`src/rtl/core/bbde_pkg.sv`:
```
package bbde_pkg;

    localparam int COORD_W = 13;
    localparam int IMG_W   = 13;
    localparam int FOV_W   = 16;
    localparam int DIST_W  = 24;
    localparam int ANG_W   = 16;

    // shared divider: numerator width covers every quotient, divisor 32 bits
    localparam int DIV_N = 48;
    localparam int DIV_D = 32;

    localparam logic [14:0] ANG_CLAMP = 15'd25735;
    localparam logic [14:0] ANG_SAT   = 15'd32767;
    localparam int          CORD_STEPS = 15;

    localparam logic [2:0] REG_OBJECT_WIDTH  = 3'd0;
    localparam logic [2:0] REG_OBJECT_HEIGHT = 3'd1;
    localparam logic [2:0] REG_IMAGE_WIDTH   = 3'd2;
    localparam logic [2:0] REG_IMAGE_HEIGHT  = 3'd3;
    localparam logic [2:0] REG_FOV_H         = 3'd4;
    localparam logic [2:0] REG_FOV_V         = 3'd5;
    localparam logic [2:0] REG_FOCAL         = 3'd6;

    localparam logic [1:0] METHOD_AGREE  = 2'd0;
    localparam logic [1:0] METHOD_BORDER = 2'd1;
    localparam logic [1:0] METHOD_LARGER = 2'd2;

    typedef struct packed {
        logic [COORD_W-1:0] corner_a_x;
        logic [COORD_W-1:0] corner_a_y;
        logic [COORD_W-1:0] corner_b_x;
        logic [COORD_W-1:0] corner_b_y;
    } bbde_in_t;

    typedef struct packed {
        logic [DIST_W-1:0]       distance;
        logic                    out_of_range;
        logic                    degenerate;
        logic [1:0]              method;
        logic signed [ANG_W-1:0] right_edge_angle;
        logic signed [ANG_W-1:0] left_edge_angle;
    } bbde_out_t;

    // arctangent of 2^-i in Q2.14
    function automatic logic signed [15:0] atan_q14(input logic [3:0] i);
        logic signed [15:0] r;
        case (i)
            4'd0:    r = 16'sd12868;
            4'd1:    r = 16'sd7596;
            4'd2:    r = 16'sd4014;
            4'd3:    r = 16'sd2037;
            4'd4:    r = 16'sd1023;
            4'd5:    r = 16'sd512;
            4'd6:    r = 16'sd256;
            4'd7:    r = 16'sd128;
            4'd8:    r = 16'sd64;
            4'd9:    r = 16'sd32;
            4'd10:   r = 16'sd16;
            4'd11:   r = 16'sd8;
            4'd12:   r = 16'sd4;
            4'd13:   r = 16'sd2;
            4'd14:   r = 16'sd1;
            default: r = 16'sd0;
        endcase
        return r;
    endfunction

endpackage

```
`src/rtl/core/bounding_box_depth_estimator.sv`:
```
// The shared 48-step restoring divider (up to ten divisions) and 15 CORDIC steps per
//   axis do the work; a zero image size goes from the input beat straight to the
//   result.
// A new box is taken only while idle, once the last result is handed to the output
//   register; a finished result waits there while the next box is taken.
// Reset: synchronous, active-low aresetn; control and config registers take defaults, kept estimate clears.
module bounding_box_depth_estimator #(
    parameter int LENGTH_BITS = 24
) (
    input  logic                  aclk,
    input  logic                  aresetn,
    input  logic                  s_valid,
    output logic                  s_ready,
    input  bbde_pkg::bbde_in_t    s_data,
    output logic                  m_valid,
    input  logic                  m_ready,
    output bbde_pkg::bbde_out_t   m_data,
    input  logic                  cfg_we,
    input  logic [2:0]            cfg_index,
    input  logic [LENGTH_BITS-1:0] cfg_wdata
);

    localparam int LB = LENGTH_BITS;
    localparam int CW = bbde_pkg::COORD_W;
    localparam int DN = bbde_pkg::DIV_N;
    localparam int DD = bbde_pkg::DIV_D;

    localparam logic [3:0] S_IDLE   = 4'd0;
    localparam logic [3:0] S_EMUL   = 4'd1;
    localparam logic [3:0] S_ELOAD  = 4'd2;
    localparam logic [3:0] S_DIV    = 4'd3;
    localparam logic [3:0] S_CHECK  = 4'd4;
    localparam logic [3:0] S_XMUL   = 4'd5;
    localparam logic [3:0] S_XLOAD  = 4'd6;
    localparam logic [3:0] S_CORD   = 4'd7;
    localparam logic [3:0] S_TANCHK = 4'd8;
    localparam logic [3:0] S_QLOAD  = 4'd9;
    localparam logic [3:0] S_DECIDE = 4'd10;
    localparam logic [3:0] S_FIN    = 4'd11;

    localparam logic [1:0] OP_EDGE = 2'd0;
    localparam logic [1:0] OP_X1   = 2'd1;
    localparam logic [1:0] OP_TAN  = 2'd2;
    localparam logic [1:0] OP_Q    = 2'd3;

    localparam logic [LB-1:0] LEN_MAX = {LB{1'b1}};
    localparam logic [63:0]   RANGE_LIMIT = 64'd204800;

    // configuration
    logic [LB-1:0] obj_w_reg, obj_h_reg, focal_reg;
    logic [bbde_pkg::IMG_W-1:0] img_w_reg, img_h_reg;
    logic [bbde_pkg::FOV_W-1:0] fov_h_reg, fov_v_reg;

    logic [3:0]    state_reg;
    logic          m_valid_reg;
    logic [LB-1:0] last_est_reg;
    bbde_pkg::bbde_out_t m_data_reg;

    // item working set
    logic [CW-1:0] xmax_reg, xmin_reg, ymax_reg, ymin_reg;
    logic [LB-1:0] len_x_reg, len_y_reg;
    logic [1:0]    edge_idx_reg;
    logic          axis_reg;
    logic [1:0]    op_reg;
    logic [14:0]   axmax_reg, axmin_reg, aymax_reg, aymin_reg;
    logic signed [15:0] right_reg, left_reg;
    logic          neg_reg;
    logic [47:0]   prod_reg;
    logic [LB-1:0] x1_reg, dx_reg, dy_reg, dist_reg;
    logic [31:0]   tan_reg;
    logic          degen_reg, upd_reg;
    logic [1:0]    method_reg;

    // shared divider
    logic [DN-1:0] dv_quo_reg;
    logic [DD-1:0] dv_rem_reg, dv_den_reg;
    logic [5:0]    dv_cnt_reg;

    // CORDIC rotator
    logic signed [31:0] cx_reg, cy_reg;
    logic signed [15:0] cz_reg;
    logic [3:0]         ci_reg;

    assign s_ready = (state_reg == S_IDLE);
    assign m_valid = m_valid_reg;
    assign m_data  = m_data_reg;

    // input sort
    logic [CW-1:0] in_xmax, in_xmin, in_ymax, in_ymin, in_w, in_h;
    assign in_xmax = (s_data.corner_a_x > s_data.corner_b_x) ? s_data.corner_a_x
                                                              : s_data.corner_b_x;
    assign in_xmin = (s_data.corner_a_x > s_data.corner_b_x) ? s_data.corner_b_x
                                                              : s_data.corner_a_x;
    assign in_ymax = (s_data.corner_a_y > s_data.corner_b_y) ? s_data.corner_a_y
                                                              : s_data.corner_b_y;
    assign in_ymin = (s_data.corner_a_y > s_data.corner_b_y) ? s_data.corner_b_y
                                                              : s_data.corner_a_y;
    assign in_w = in_xmax - in_xmin;
    assign in_h = in_ymax - in_ymin;

    // edge operand select: right, left, bottom, top edge
    logic [CW-1:0] e_pos;
    logic [bbde_pkg::IMG_W-1:0] e_size;
    logic [bbde_pkg::FOV_W-1:0] e_fov;
    logic [CW:0] e_twice, e_size_x, e_d;
    logic        e_neg;
    always_comb begin
        case (edge_idx_reg)
            2'd0:    e_pos = xmax_reg;
            2'd1:    e_pos = xmin_reg;
            2'd2:    e_pos = ymax_reg;
            default: e_pos = ymin_reg;
        endcase
        e_size = edge_idx_reg[1] ? img_h_reg : img_w_reg;
        e_fov  = edge_idx_reg[1] ? fov_v_reg : fov_h_reg;
    end
    assign e_twice  = {e_pos, 1'b0};
    assign e_size_x = (CW+1)'(e_size);
    assign e_neg    = e_twice < e_size_x;
    assign e_d      = e_neg ? (e_size_x - e_twice) : (e_twice - e_size_x);

    // axis operand select
    logic [14:0]   a_min, a_max;
    logic [LB-1:0] a_len;
    assign a_min = axis_reg ? aymin_reg : axmin_reg;
    assign a_max = axis_reg ? aymax_reg : axmax_reg;
    assign a_len = axis_reg ? len_y_reg : len_x_reg;

    // shared multiplier
    logic [31:0] mul_a, mul_b;
    logic [63:0] prod_full;
    always_comb begin
        if (state_reg == S_XMUL) begin
            mul_a = 32'(a_min);
            mul_b = 32'(a_len);
        end else begin
            mul_a = 32'(e_d);
            mul_b = 32'(e_fov);
        end
    end
    assign prod_full = {32'b0, mul_a} * {32'b0, mul_b};

    // divider step
    logic [DD:0]   dv_trial;
    logic          dv_ge;
    logic [DD-1:0] dv_rem_n;
    assign dv_trial = {dv_rem_reg, dv_quo_reg[DN-1]};
    assign dv_ge    = dv_trial >= {1'b0, dv_den_reg};
    assign dv_rem_n = dv_ge ? DD'(dv_trial - {1'b0, dv_den_reg}) : dv_trial[DD-1:0];

    // edge quotient post-processing
    logic [14:0] e_sat, e_clamp;
    assign e_sat   = (dv_quo_reg > DN'(bbde_pkg::ANG_SAT)) ? bbde_pkg::ANG_SAT
                                                            : dv_quo_reg[14:0];
    assign e_clamp = (dv_quo_reg > DN'(bbde_pkg::ANG_CLAMP)) ? bbde_pkg::ANG_CLAMP
                                                              : dv_quo_reg[14:0];

    // depth from quotient
    logic [DN-1:0] q_diff;
    logic [LB-1:0] q_depth;
    assign q_diff  = (dv_quo_reg >= DN'(focal_reg)) ? (dv_quo_reg - DN'(focal_reg))
                                                    : (DN'(focal_reg) - dv_quo_reg);
    assign q_depth = (q_diff > DN'(LEN_MAX)) ? LEN_MAX : q_diff[LB-1:0];

    // CORDIC step
    logic signed [31:0] c_xs, c_ys;
    logic signed [15:0] c_at;
    assign c_xs = cx_reg >>> ci_reg;
    assign c_ys = cy_reg >>> ci_reg;
    assign c_at = bbde_pkg::atan_q14(ci_reg);

    // decision
    logic [LB-1:0] d_diff, d_mean, d_larger;
    logic [LB+3:0] d_ten;
    logic [LB:0]   d_sum;
    logic          d_agree, d_border;
    assign d_diff   = (dx_reg > dy_reg) ? (dx_reg - dy_reg) : (dy_reg - dx_reg);
    assign d_ten    = ((LB+4)'(d_diff) << 3) + ((LB+4)'(d_diff) << 1);
    assign d_agree  = d_ten < (LB+4)'(dy_reg);
    assign d_sum    = (LB+1)'(dx_reg) + (LB+1)'(dy_reg);
    assign d_mean   = d_sum[LB:1];
    assign d_larger = (dx_reg > dy_reg) ? dx_reg : dy_reg;
    assign d_border = (xmax_reg == img_w_reg) || (xmin_reg == '0) ||
                      (ymax_reg == img_h_reg) || (ymin_reg == '0);

    logic out_free;
    assign out_free = !m_valid_reg || m_ready;

    // control, configuration and kept estimate
    always_ff @(posedge aclk) begin
        if (!aresetn) begin
            state_reg    <= S_IDLE;
            m_valid_reg  <= 1'b0;
            last_est_reg <= '0;
            obj_w_reg    <= LB'(4096);
            obj_h_reg    <= LB'(4096);
            img_w_reg    <= 13'd640;
            img_h_reg    <= 13'd480;
            fov_h_reg    <= 16'd16384;
            fov_v_reg    <= 16'd12288;
            focal_reg    <= LB'(4096);
        end else begin
            if (cfg_we) begin
                unique case (cfg_index)
                    bbde_pkg::REG_OBJECT_WIDTH:  obj_w_reg <= cfg_wdata;
                    bbde_pkg::REG_OBJECT_HEIGHT: obj_h_reg <= cfg_wdata;
                    bbde_pkg::REG_IMAGE_WIDTH:   img_w_reg <= cfg_wdata[12:0];
                    bbde_pkg::REG_IMAGE_HEIGHT:  img_h_reg <= cfg_wdata[12:0];
                    bbde_pkg::REG_FOV_H:         fov_h_reg <= cfg_wdata[15:0];
                    bbde_pkg::REG_FOV_V:         fov_v_reg <= cfg_wdata[15:0];
                    bbde_pkg::REG_FOCAL:         focal_reg <= cfg_wdata;
                    default: ;
                endcase
            end
            // load a finished beat, else drop valid once the beat is taken
            if (state_reg == S_FIN && out_free) begin
                m_valid_reg <= 1'b1;
            end else if (m_valid_reg && m_ready) begin
                m_valid_reg <= 1'b0;
            end
            unique case (state_reg)
                S_IDLE: begin
                    if (s_valid) begin
                        state_reg <= (img_w_reg == '0 || img_h_reg == '0) ? S_FIN : S_EMUL;
                    end
                end
                S_EMUL:  state_reg <= S_ELOAD;
                S_ELOAD: state_reg <= S_DIV;
                S_DIV: begin
                    if (dv_cnt_reg == '0) begin
                        case (op_reg)
                            OP_EDGE: state_reg <= (edge_idx_reg == 2'd3) ? S_CHECK : S_EMUL;
                            OP_X1:   state_reg <= S_CORD;
                            OP_TAN:  state_reg <= S_QLOAD;
                            default: state_reg <= axis_reg ? S_DECIDE : S_XMUL;
                        endcase
                    end
                end
                S_CHECK: begin
                    state_reg <= (axmin_reg == '0 || aymin_reg == '0) ? S_FIN : S_XMUL;
                end
                S_XMUL:  state_reg <= S_XLOAD;
                S_XLOAD: state_reg <= S_DIV;
                S_CORD: begin
                    if (ci_reg == 4'(bbde_pkg::CORD_STEPS - 1)) begin
                        state_reg <= S_TANCHK;
                    end
                end
                S_TANCHK: begin
                    state_reg <= (cx_reg <= 0 || cy_reg <= 0) ? S_QLOAD : S_DIV;
                end
                S_QLOAD:  state_reg <= S_DIV;
                S_DECIDE: state_reg <= S_FIN;
                S_FIN: begin
                    // hold until the output register is free, then hand the beat over
                    if (out_free) begin
                        if (upd_reg && !degen_reg) begin
                            last_est_reg <= dist_reg;
                        end
                        state_reg <= S_IDLE;
                    end
                end
                default: state_reg <= S_IDLE;
            endcase
        end
    end

    // datapath
    always_ff @(posedge aclk) begin
        if (dv_cnt_reg != '0) begin
            dv_quo_reg <= {dv_quo_reg[DN-2:0], dv_ge};
            dv_rem_reg <= dv_rem_n;
            dv_cnt_reg <= dv_cnt_reg - 6'd1;
        end
        case (state_reg)
            S_IDLE: begin
                dv_cnt_reg <= '0;
                if (s_valid) begin
                    xmax_reg     <= in_xmax;
                    xmin_reg     <= in_xmin;
                    ymax_reg     <= in_ymax;
                    ymin_reg     <= in_ymin;
                    len_x_reg    <= (in_w > in_h) ? obj_h_reg : obj_w_reg;
                    len_y_reg    <= (in_h > in_w) ? obj_h_reg : obj_w_reg;
                    edge_idx_reg <= 2'd0;
                    axis_reg     <= 1'b0;
                    right_reg    <= '0;
                    left_reg     <= '0;
                    degen_reg    <= (img_w_reg == '0 || img_h_reg == '0);
                    upd_reg      <= 1'b0;
                    method_reg   <= bbde_pkg::METHOD_AGREE;
                    dist_reg     <= '0;
                end
            end
            S_EMUL: begin
                prod_reg <= prod_full[47:0];
                neg_reg  <= e_neg;
            end
            S_ELOAD: begin
                dv_quo_reg <= prod_reg + DN'(e_size);
                dv_den_reg <= DD'({e_size, 1'b0});
                dv_rem_reg <= '0;
                dv_cnt_reg <= 6'(DN);
                op_reg     <= OP_EDGE;
            end
            S_DIV: begin
                if (dv_cnt_reg == '0) begin
                    case (op_reg)
                        OP_EDGE: begin
                            case (edge_idx_reg)
                                2'd0: begin
                                    right_reg <= neg_reg ? -$signed({1'b0, e_sat})
                                                         : $signed({1'b0, e_sat});
                                    axmax_reg <= e_clamp;
                                end
                                2'd1: begin
                                    left_reg  <= neg_reg ? -$signed({1'b0, e_sat})
                                                         : $signed({1'b0, e_sat});
                                    axmin_reg <= e_clamp;
                                end
                                2'd2:    aymax_reg <= e_clamp;
                                default: aymin_reg <= e_clamp;
                            endcase
                            edge_idx_reg <= edge_idx_reg + 2'd1;
                        end
                        OP_X1: begin
                            x1_reg <= dv_quo_reg[LB-1:0];
                            cx_reg <= 32'sd1073741824;
                            cy_reg <= '0;
                            cz_reg <= $signed({1'b0, a_min});
                            ci_reg <= '0;
                        end
                        OP_TAN: begin
                            if (dv_quo_reg > DN'(32'hFFFF_FFFF)) begin
                                tan_reg <= 32'hFFFF_FFFF;
                            end else if (dv_quo_reg == '0) begin
                                tan_reg <= 32'd1;
                            end else begin
                                tan_reg <= dv_quo_reg[31:0];
                            end
                        end
                        default: begin
                            if (axis_reg) begin
                                dy_reg <= q_depth;
                            end else begin
                                dx_reg <= q_depth;
                            end
                            axis_reg <= 1'b1;
                        end
                    endcase
                end
            end
            S_CHECK: begin
                if (axmin_reg == '0 || aymin_reg == '0) begin
                    degen_reg <= 1'b1;
                end
            end
            S_XMUL: begin
                prod_reg <= prod_full[47:0];
            end
            S_XLOAD: begin
                dv_quo_reg <= prod_reg;
                dv_den_reg <= DD'(a_min) + DD'(a_max);
                dv_rem_reg <= '0;
                dv_cnt_reg <= 6'(DN);
                op_reg     <= OP_X1;
            end
            S_CORD: begin
                if (cz_reg >= 0) begin
                    cx_reg <= cx_reg - c_ys;
                    cy_reg <= cy_reg + c_xs;
                    cz_reg <= cz_reg - c_at;
                end else begin
                    cx_reg <= cx_reg + c_ys;
                    cy_reg <= cy_reg - c_xs;
                    cz_reg <= cz_reg + c_at;
                end
                ci_reg <= ci_reg + 4'd1;
            end
            S_TANCHK: begin
                if (cx_reg <= 0) begin
                    tan_reg <= 32'hFFFF_FFFF;
                end else if (cy_reg <= 0) begin
                    tan_reg <= 32'd1;
                end else begin
                    dv_quo_reg <= DN'(cy_reg) << 16;
                    dv_den_reg <= DD'(cx_reg);
                    dv_rem_reg <= '0;
                    dv_cnt_reg <= 6'(DN);
                    op_reg     <= OP_TAN;
                end
            end
            S_QLOAD: begin
                dv_quo_reg <= DN'(x1_reg) << 16;
                dv_den_reg <= tan_reg;
                dv_rem_reg <= '0;
                dv_cnt_reg <= 6'(DN);
                op_reg     <= OP_Q;
            end
            S_DECIDE: begin
                if (dy_reg == '0) begin
                    degen_reg <= 1'b1;
                end else if (d_agree) begin
                    dist_reg   <= d_mean;
                    upd_reg    <= 1'b1;
                    method_reg <= bbde_pkg::METHOD_AGREE;
                end else if (d_border) begin
                    dist_reg   <= last_est_reg;
                    method_reg <= bbde_pkg::METHOD_BORDER;
                end else begin
                    dist_reg   <= d_larger;
                    upd_reg    <= 1'b1;
                    method_reg <= bbde_pkg::METHOD_LARGER;
                end
            end
            S_FIN: begin
                if (out_free) begin
                    m_data_reg.distance     <= degen_reg ? '0 : 24'(dist_reg);
                    m_data_reg.out_of_range <= !degen_reg && (64'(dist_reg) > RANGE_LIMIT);
                    m_data_reg.degenerate   <= degen_reg;
                    m_data_reg.method       <= degen_reg ? bbde_pkg::METHOD_AGREE : method_reg;
                    m_data_reg.right_edge_angle <= right_reg;
                    m_data_reg.left_edge_angle  <= left_reg;
                end
            end
            default: ;
        endcase
    end

`ifndef SYNTHESIS
    a_div_busy_in_div: assert property (@(posedge aclk) disable iff (!aresetn)
        (dv_cnt_reg != '0) |-> (state_reg == S_DIV))
        else $error("divider running outside its state");

    a_fin_delivers: assert property (@(posedge aclk) disable iff (!aresetn)
        (state_reg == S_FIN && out_free) |=> (m_valid_reg && state_reg == S_IDLE))
        else $error("finished item not delivered");

    a_degen_clean: assert property (@(posedge aclk) disable iff (!aresetn)
        (m_valid_reg && m_data_reg.degenerate) |->
        (m_data_reg.distance == '0 && m_data_reg.method == bbde_pkg::METHOD_AGREE &&
         !m_data_reg.out_of_range))
        else $error("degenerate result carries a depth");

    a_est_update: assert property (@(posedge aclk) disable iff (!aresetn)
        (last_est_reg != $past(last_est_reg)) |-> ($past(state_reg) == S_FIN))
        else $error("kept estimate changed outside delivery");
`endif

endmodule
```
`config.mk`:
```
export PLATFORM = sky130hd
export DESIGN_NAME = bounding_box_depth_estimator
export DESIGN_NICKNAME = d
export VERILOG_FILES = /design/src/rtl/core/bbde_pkg.sv /design/src/rtl/core/bounding_box_depth_estimator.sv
export SDC_FILE = /design/constraint.sdc
export NUM_CORES = 2
export LEC_CHECK = 0
export BUFFER_PORTS_ARGS = -buffer_cell sky130_fd_sc_hd__buf_2
export CORE_AREA = 2 2 501 503
export DETAILED_ROUTE_END_ITERATION = 12
export DIE_AREA = 0 0 503 505
export PLACE_DENSITY = 0.43
export SYNTH_ARGS = -nofsm -noshare
export SYNTH_HDL_FRONTEND = slang
export SYNTH_SLANG_ARGS = --single-unit
```
`constraint.sdc`:
```
create_clock -name aclk -period 23.1 [get_ports aclk]
set_input_delay 1.155 -clock aclk [delete_from_list [all_inputs] [get_ports aclk]]
set_output_delay 1.155 -clock aclk [all_outputs]
set_load 0.02 [all_outputs]
```
Yosys cells after proc, flatten, opt, wreduce, memory -nomap -nowiden

Memory sizes are Yosys's and may differ from the RTL's. A register that Yosys moved wholly into a read port is not among the register bits.
Index checks and enable logic that the tools add are counted.

Add/sub/neg operators: 23
$mul: 1
Magnitude comparators: 17
Eq/ne operators: 42
Shift-type cells: 2
Mux-type cells: 111
Bitwise gates (word level): 3
Reduce and logical (&&, ||, !) cells: 66

Operators by type and width:

| cell                                                                              | number |
|---|---|
| 32-bit two-way mux                                                                | 18 |
| 24-bit two-way mux                                                                | 11 |
| 32-bit case mux with 2 select lines                                               | 4 |
| 16-bit two-way mux                                                                | 12 |
| 48-bit two-way mux                                                                | 4 |
| 48-bit case mux with 4 select lines                                               | 1 |
| 32-bit case mux with 4 select lines                                               | 1 |
| 48-bit by 15-bit greater-than comparator with 1-bit output, second input constant | 2 |
| 16-bit case mux with 2 select lines                                               | 3 |
| 32-bit subtractor                                                                 | 3 |
| 15-bit two-way mux                                                                | 5 |
| 13-bit two-way mux                                                                | 5 |
| 32-bit adder                                                                      | 2 |
| 32-bit by 1-bit <= comparator with 1-bit output, second input constant            | 2 |
| 32-bit by 4-bit >>> shifter with 32-bit output                                    | 2 |
| 13-bit greater-than comparator                                                    | 4 |
| 13-bit logical NOT                                                                | 4 |
| 48-bit by 13-bit adder with 48-bit output                                         | 1 |
| 48-bit by 24-bit greater-or-equal comparator with 1-bit output                    | 1 |
| 48-bit by 24-bit greater-than comparator with 1-bit output, second input constant | 1 |
| 48-bit by 32-bit greater-than comparator with 1-bit output, second input constant | 1 |
| 48-bit logical NOT                                                                | 1 |
| 32-bit by 32-bit multiplier with 48-bit output                                    | 1 |
| 24-bit case mux with 2 select lines                                               | 1 |
| other kinds (69)                                                                  | 175 |

Bits in registers: 799
ROM bits: 224
Input port bits: 84
Output and inout bits: 62
Word-level logic and storage cells: 315
Memories: 1

Memory list:

| name            | depth | bits a word | read ports | clocked after Yosys merged registers in | wr ports | line           | source |
|---|---|---|---|---|---|---|---|
| (no name shown) | 16    | 14          | 1          | 1                                       | 0        | bbde_pkg.sv:48 | `case (i)` |

Logic depth before layout (Yosys ltp)

Word-level depth: 8
Depth in mapped cells: 45
Gate-level depth less buffers: 39

Worst setup path before layout

OpenSTA, ideal clock, no wires.

Path kind: register to register
From: register edge_idx_reg[1]
To: register prod_reg[41] (data pin)
Library setup time: 0.282 ns
Data arrival time: 11.117 ns
Required time: 22.818 ns
Setup slack: 11.701 ns
Cell stages (with the launch flop): 42
Path buffers: 6
Period minus slack after synthesis: 11.399 ns
Cell sequence: edfxtp_1 clkbuf_1 buf_1 clkbuf_1 inv_1 ha_1 clkbuf_1 a222oi_1 mux2i_1 fa_1 a21o_1 a21o_1 a21oi_1 o21ai_0 nand4_1 and3_1 clkbuf_1 nor4_1 [... 6 more ...] fa_1 fa_1 fa_1 fa_1 inv_1 fa_1 inv_1 ha_1 a21o_1 a21o_1 a221oi_1 o21ai_0 a211oi_1 nor2_1 a221oi_1 nor3_1 a2111oi_0 o21ai_0

Longest elaborated chain between the ends: 6
Elaborated cells between the ends (all ways): 13
Those cells by class: 2 x add/sub; 1 x mul; 1 x order compare; 2 x eq/ne; 6 x mux; 1 x reduce/logical

RTL lines:

| element                                                                      | line                                | source |
|---|---|---|
| start: declaration                                                           | bounding_box_depth_estimator.sv:62  | `logic [1:0] edge_idx_reg;` |
| start signal: assignment                                                     | bounding_box_depth_estimator.sv:324 | `edge_idx_reg <= edge_idx_reg + 2'd1;` |
| 2-bit equality test, or another cell as far along                            | bounding_box_depth_estimator.sv:108 | `case (edge_idx_reg)` |
| 13-bit case mux with 3 select lines                                          | bounding_box_depth_estimator.sv:108 |  |
| 14-bit by 13-bit subtractor with 14-bit output, or another cell as far along | bounding_box_depth_estimator.sv:120 | `assign e_d = e_neg ? (e_size_x - e_twice) : (e_twice - e_size_x);` |
| 14-bit two-way mux                                                           | bounding_box_depth_estimator.sv:120 |  |
| 15-bit two-way mux                                                           | bounding_box_depth_estimator.sv:133 | `if (state_reg == S_XMUL) begin` |
| 32-bit by 32-bit multiplier with 48-bit output (*)                           | bounding_box_depth_estimator.sv:141 | `assign prod_full = {32'b0, mul_a} * {32'b0, mul_b};` |
| net prod_full[41]                                                            | bounding_box_depth_estimator.sv:131 | `logic [63:0] prod_full;` |
| end signal: assignment                                                       | bounding_box_depth_estimator.sv:296 | `prod_reg <= prod_full[47:0];` |
| end signal: assignment                                                       | bounding_box_depth_estimator.sv:359 | `prod_reg <= prod_full[47:0];` |
| end: declaration                                                             | bounding_box_depth_estimator.sv:68  | `logic [47:0] prod_reg;` |

Mark *: on every way through the listed nets, which the timed path passes. The rest lies on a longest branch.
A chain may end at the register's enable or synchronous reset.

Worst setup path in the final report

Same ends and word-level chain as after synthesis.

==> impl_metrics.toml <==
[route]
avgViaCountPerCell = 5.234
drt_iter0_drc = 4526
antenna_left = 0
vias = 57840
routed_wl_microns = 252500
wl_per_cell_microns = 22.85
post-route-drc-count = 0
firstDrtPassIters = 9

[setup_path]
crit_top_cell = "fa_1"
endpoint_kind = "flop"
critPathKind = "flop to flop"
critPathRequiredTime_ns = 23.56
crit_fanout = 33
slowest_stage = "ha_1"
critPathLaunchType = "flop"
cp_data_arrival_time_ns = 12.52
max_stage_delay_ns = 0.79

[final_layout]
area_growth_pct = 11.66
layout-drive-gt1-share_pct = 9.605
layout_common_cells = "nand2_1 (957), inv_1 (623), nor2_1 (585)"
fin_area_sq_um = 77410
layout.nets = 8507
final_common_cell = "nand2_1"
finalCoreUtilization_pct = 31.19
largest_reg_flops = 60

[timing]
fin_skew_ns = 0.1138
hold_viol = 0
tightestPinTransition_ns = 1.135
fmax_mhz = 82.88
drv_slew = 0
post-route-period-util_pct = 52.23
setup_viol = 0
slew_headroom_pct = 23.64
rsz0062_at_grt = "no"
period_minus_slack_ns = 12.07
fin_tns_setup_ns = 0

[floorplan]
die_y_microns = 505
die_x_microns = 503
die-area_sq_um = 254000
core_area_sq_um = 248200
rows = 183
io_pins = 146
start_util_pct = 27.93

[place]
place_area_sq_um = 73850
hpwl_microns = 196300
io_buffers = 145
gp_congestion = 0.9045

[power]
p_per_area_nw_per_um2 = 108.6
seqPwrFrac_pct = 24.7
p_sw_share_pct = 46.40
vdd_drop_max_uv = 129.5
internal-power_mw = 4.507
switching_power_mw = 3.902
total_power_mw = 8.409
power_frac_clock_pct = 20.2
combinationalPowerShare_pct = 55.1
p_leak_nw = 31.04

[outcome]
status = "finished, final reports clean"

[global_route]
gr-total-overflow = 0
grt_pass1_wl_microns = 378900
track_usage_pct = 19.53
antenna_found_initial = 19
grt_pass1_vias = 57970
grt_max_degree = 107

[logic_synthesis]
async_reset_ff_share_pct = 0
yosysWarnings = 0
ys.flop_type = "edfxtp_1"
yosysTopAreaCell = "edfxtp_1"
synth_area_leaders = "edfxtp_1 (24%), ha_1 (9.0%), fa_1 (8.6%)"
synthCells = 7624
synth_seq_cells = 807
synth_edf_count = 548
netlist_area_sq_um = 69320
ys_seq_area_share_pct = 31.22
synth_cell_types = 91
avgSynthCellArea_sq_um = 9.093
syn_nets = 8504
synth_top_area_share_pct = 23.74

[flow_run]
maxCapViolCount = 0

[clock_network]
clock_sinks = 807
clk_latency_ns = 0.81
cts_max_path_buffers = 3
cts_hold_buf = 0
htree_num_levels = 3
cts_setup_buffers = 0
cts_resized = 0
cts_tree = "done"
cts_buffers = 100
clockRootBuffer = "clkbuf_16"
clk_pin_slew_ns = 0.08

[worst_hold_path]
hp-class = "flop to flop"
[synth_stat cells (all sizes together) (196+ instances only)]
cell and instances:
nand2 957, inv 627, nor2 591, edfxtp 548, ha 497, o21ai 411
a21oi 404, clkbuf 311, fa 299, dfxtp 259, xnor2 225, mux2i 212
nand3 196
[power by group through the flow]
stage	combinational [mW]	sequential, mW	clock [mW]
2_1_floorplan	3.30	1.96	0
3_3_place_gp	4.58	2.10	0
3_5_place_dp	4.61	2.10	0
4_1_cts	4.63	2.07	1.75
5_1_grt	5.18	2.09	1.80
6_report	4.63	2.08	1.70
[final timing paths]
kind         slack, ns             from  cells after the start           end
max reg2reg      11.03  edge_idx_reg[1]                     34  prod_reg[41]
min reg2reg       0.42     right_reg[5]                      0    m_data[21]
max              11.03  edge_idx_reg[1]                     34  prod_reg[41]
min               0.42     right_reg[5]                      0    m_data[21]
[critical path, delay by kind of cell, from the launching register on]
kind                     cells  cell delay (ns)
adder cells (fa/ha/maj)      9             4.82
AO/OA/AOI/OAI               12             3.39
AND/OR/NAND/NOR              8             2.29
buffers and inverters        4             0.63
flip-flops                   1             0.32
multiplexers                 1             0.31
[cells by family after synthesis]
kind of cell | share of synthesized area (%)
AO/OA/AOI/OAI | 16.40
XOR/XNOR | 4.561
adder cells (fa/ha/maj) | 17.60
buffers and inverters | 5.397
flip-flops | 31.22
multiplexers | 8.340
AND/OR/NAND/NOR | 16.48
[metal layers]
layer,GRT usage [%],vias to the layer above,share of wire (%)
met3,2.517,293,5.2
met5,0,-,0.011
met1,27.39,28720,46
met2,31.53,1580,46
li1,-,27240,-
met4,4.992,4,2.7
[through the flow]
step	hold WS (ns)	setup WS (ns)	std cells
floorplan	0.4003	11.70	7624
global placement	0.4011	11.32	10860
detailed placement	0.4052	11.14	10860
CTS	0.4178	11.11	11050
global route	0.4171	10.23	11050
finish	0.4183	11.03	11050
[area by class of cell]
| cell class | count | area [sq um] |
|---|---|---|
| Fill cell | 26000 | 170800 |
| Timing Repair Buffer | 260 | 1592 |
| Inverter | 630 | 2369 |
| Tap cell | 3330 | 4167 |
| Multi-Input combinational cell | 5828 | 44080 |
| Clock buffer | 125 | 2729 |
| Antenna cell | 5 | 12.51 |
| Clock inverter | 65 | 818.3 |
| Sequential cell | 807 | 21640 |
(Power assumes the default switching activity.)
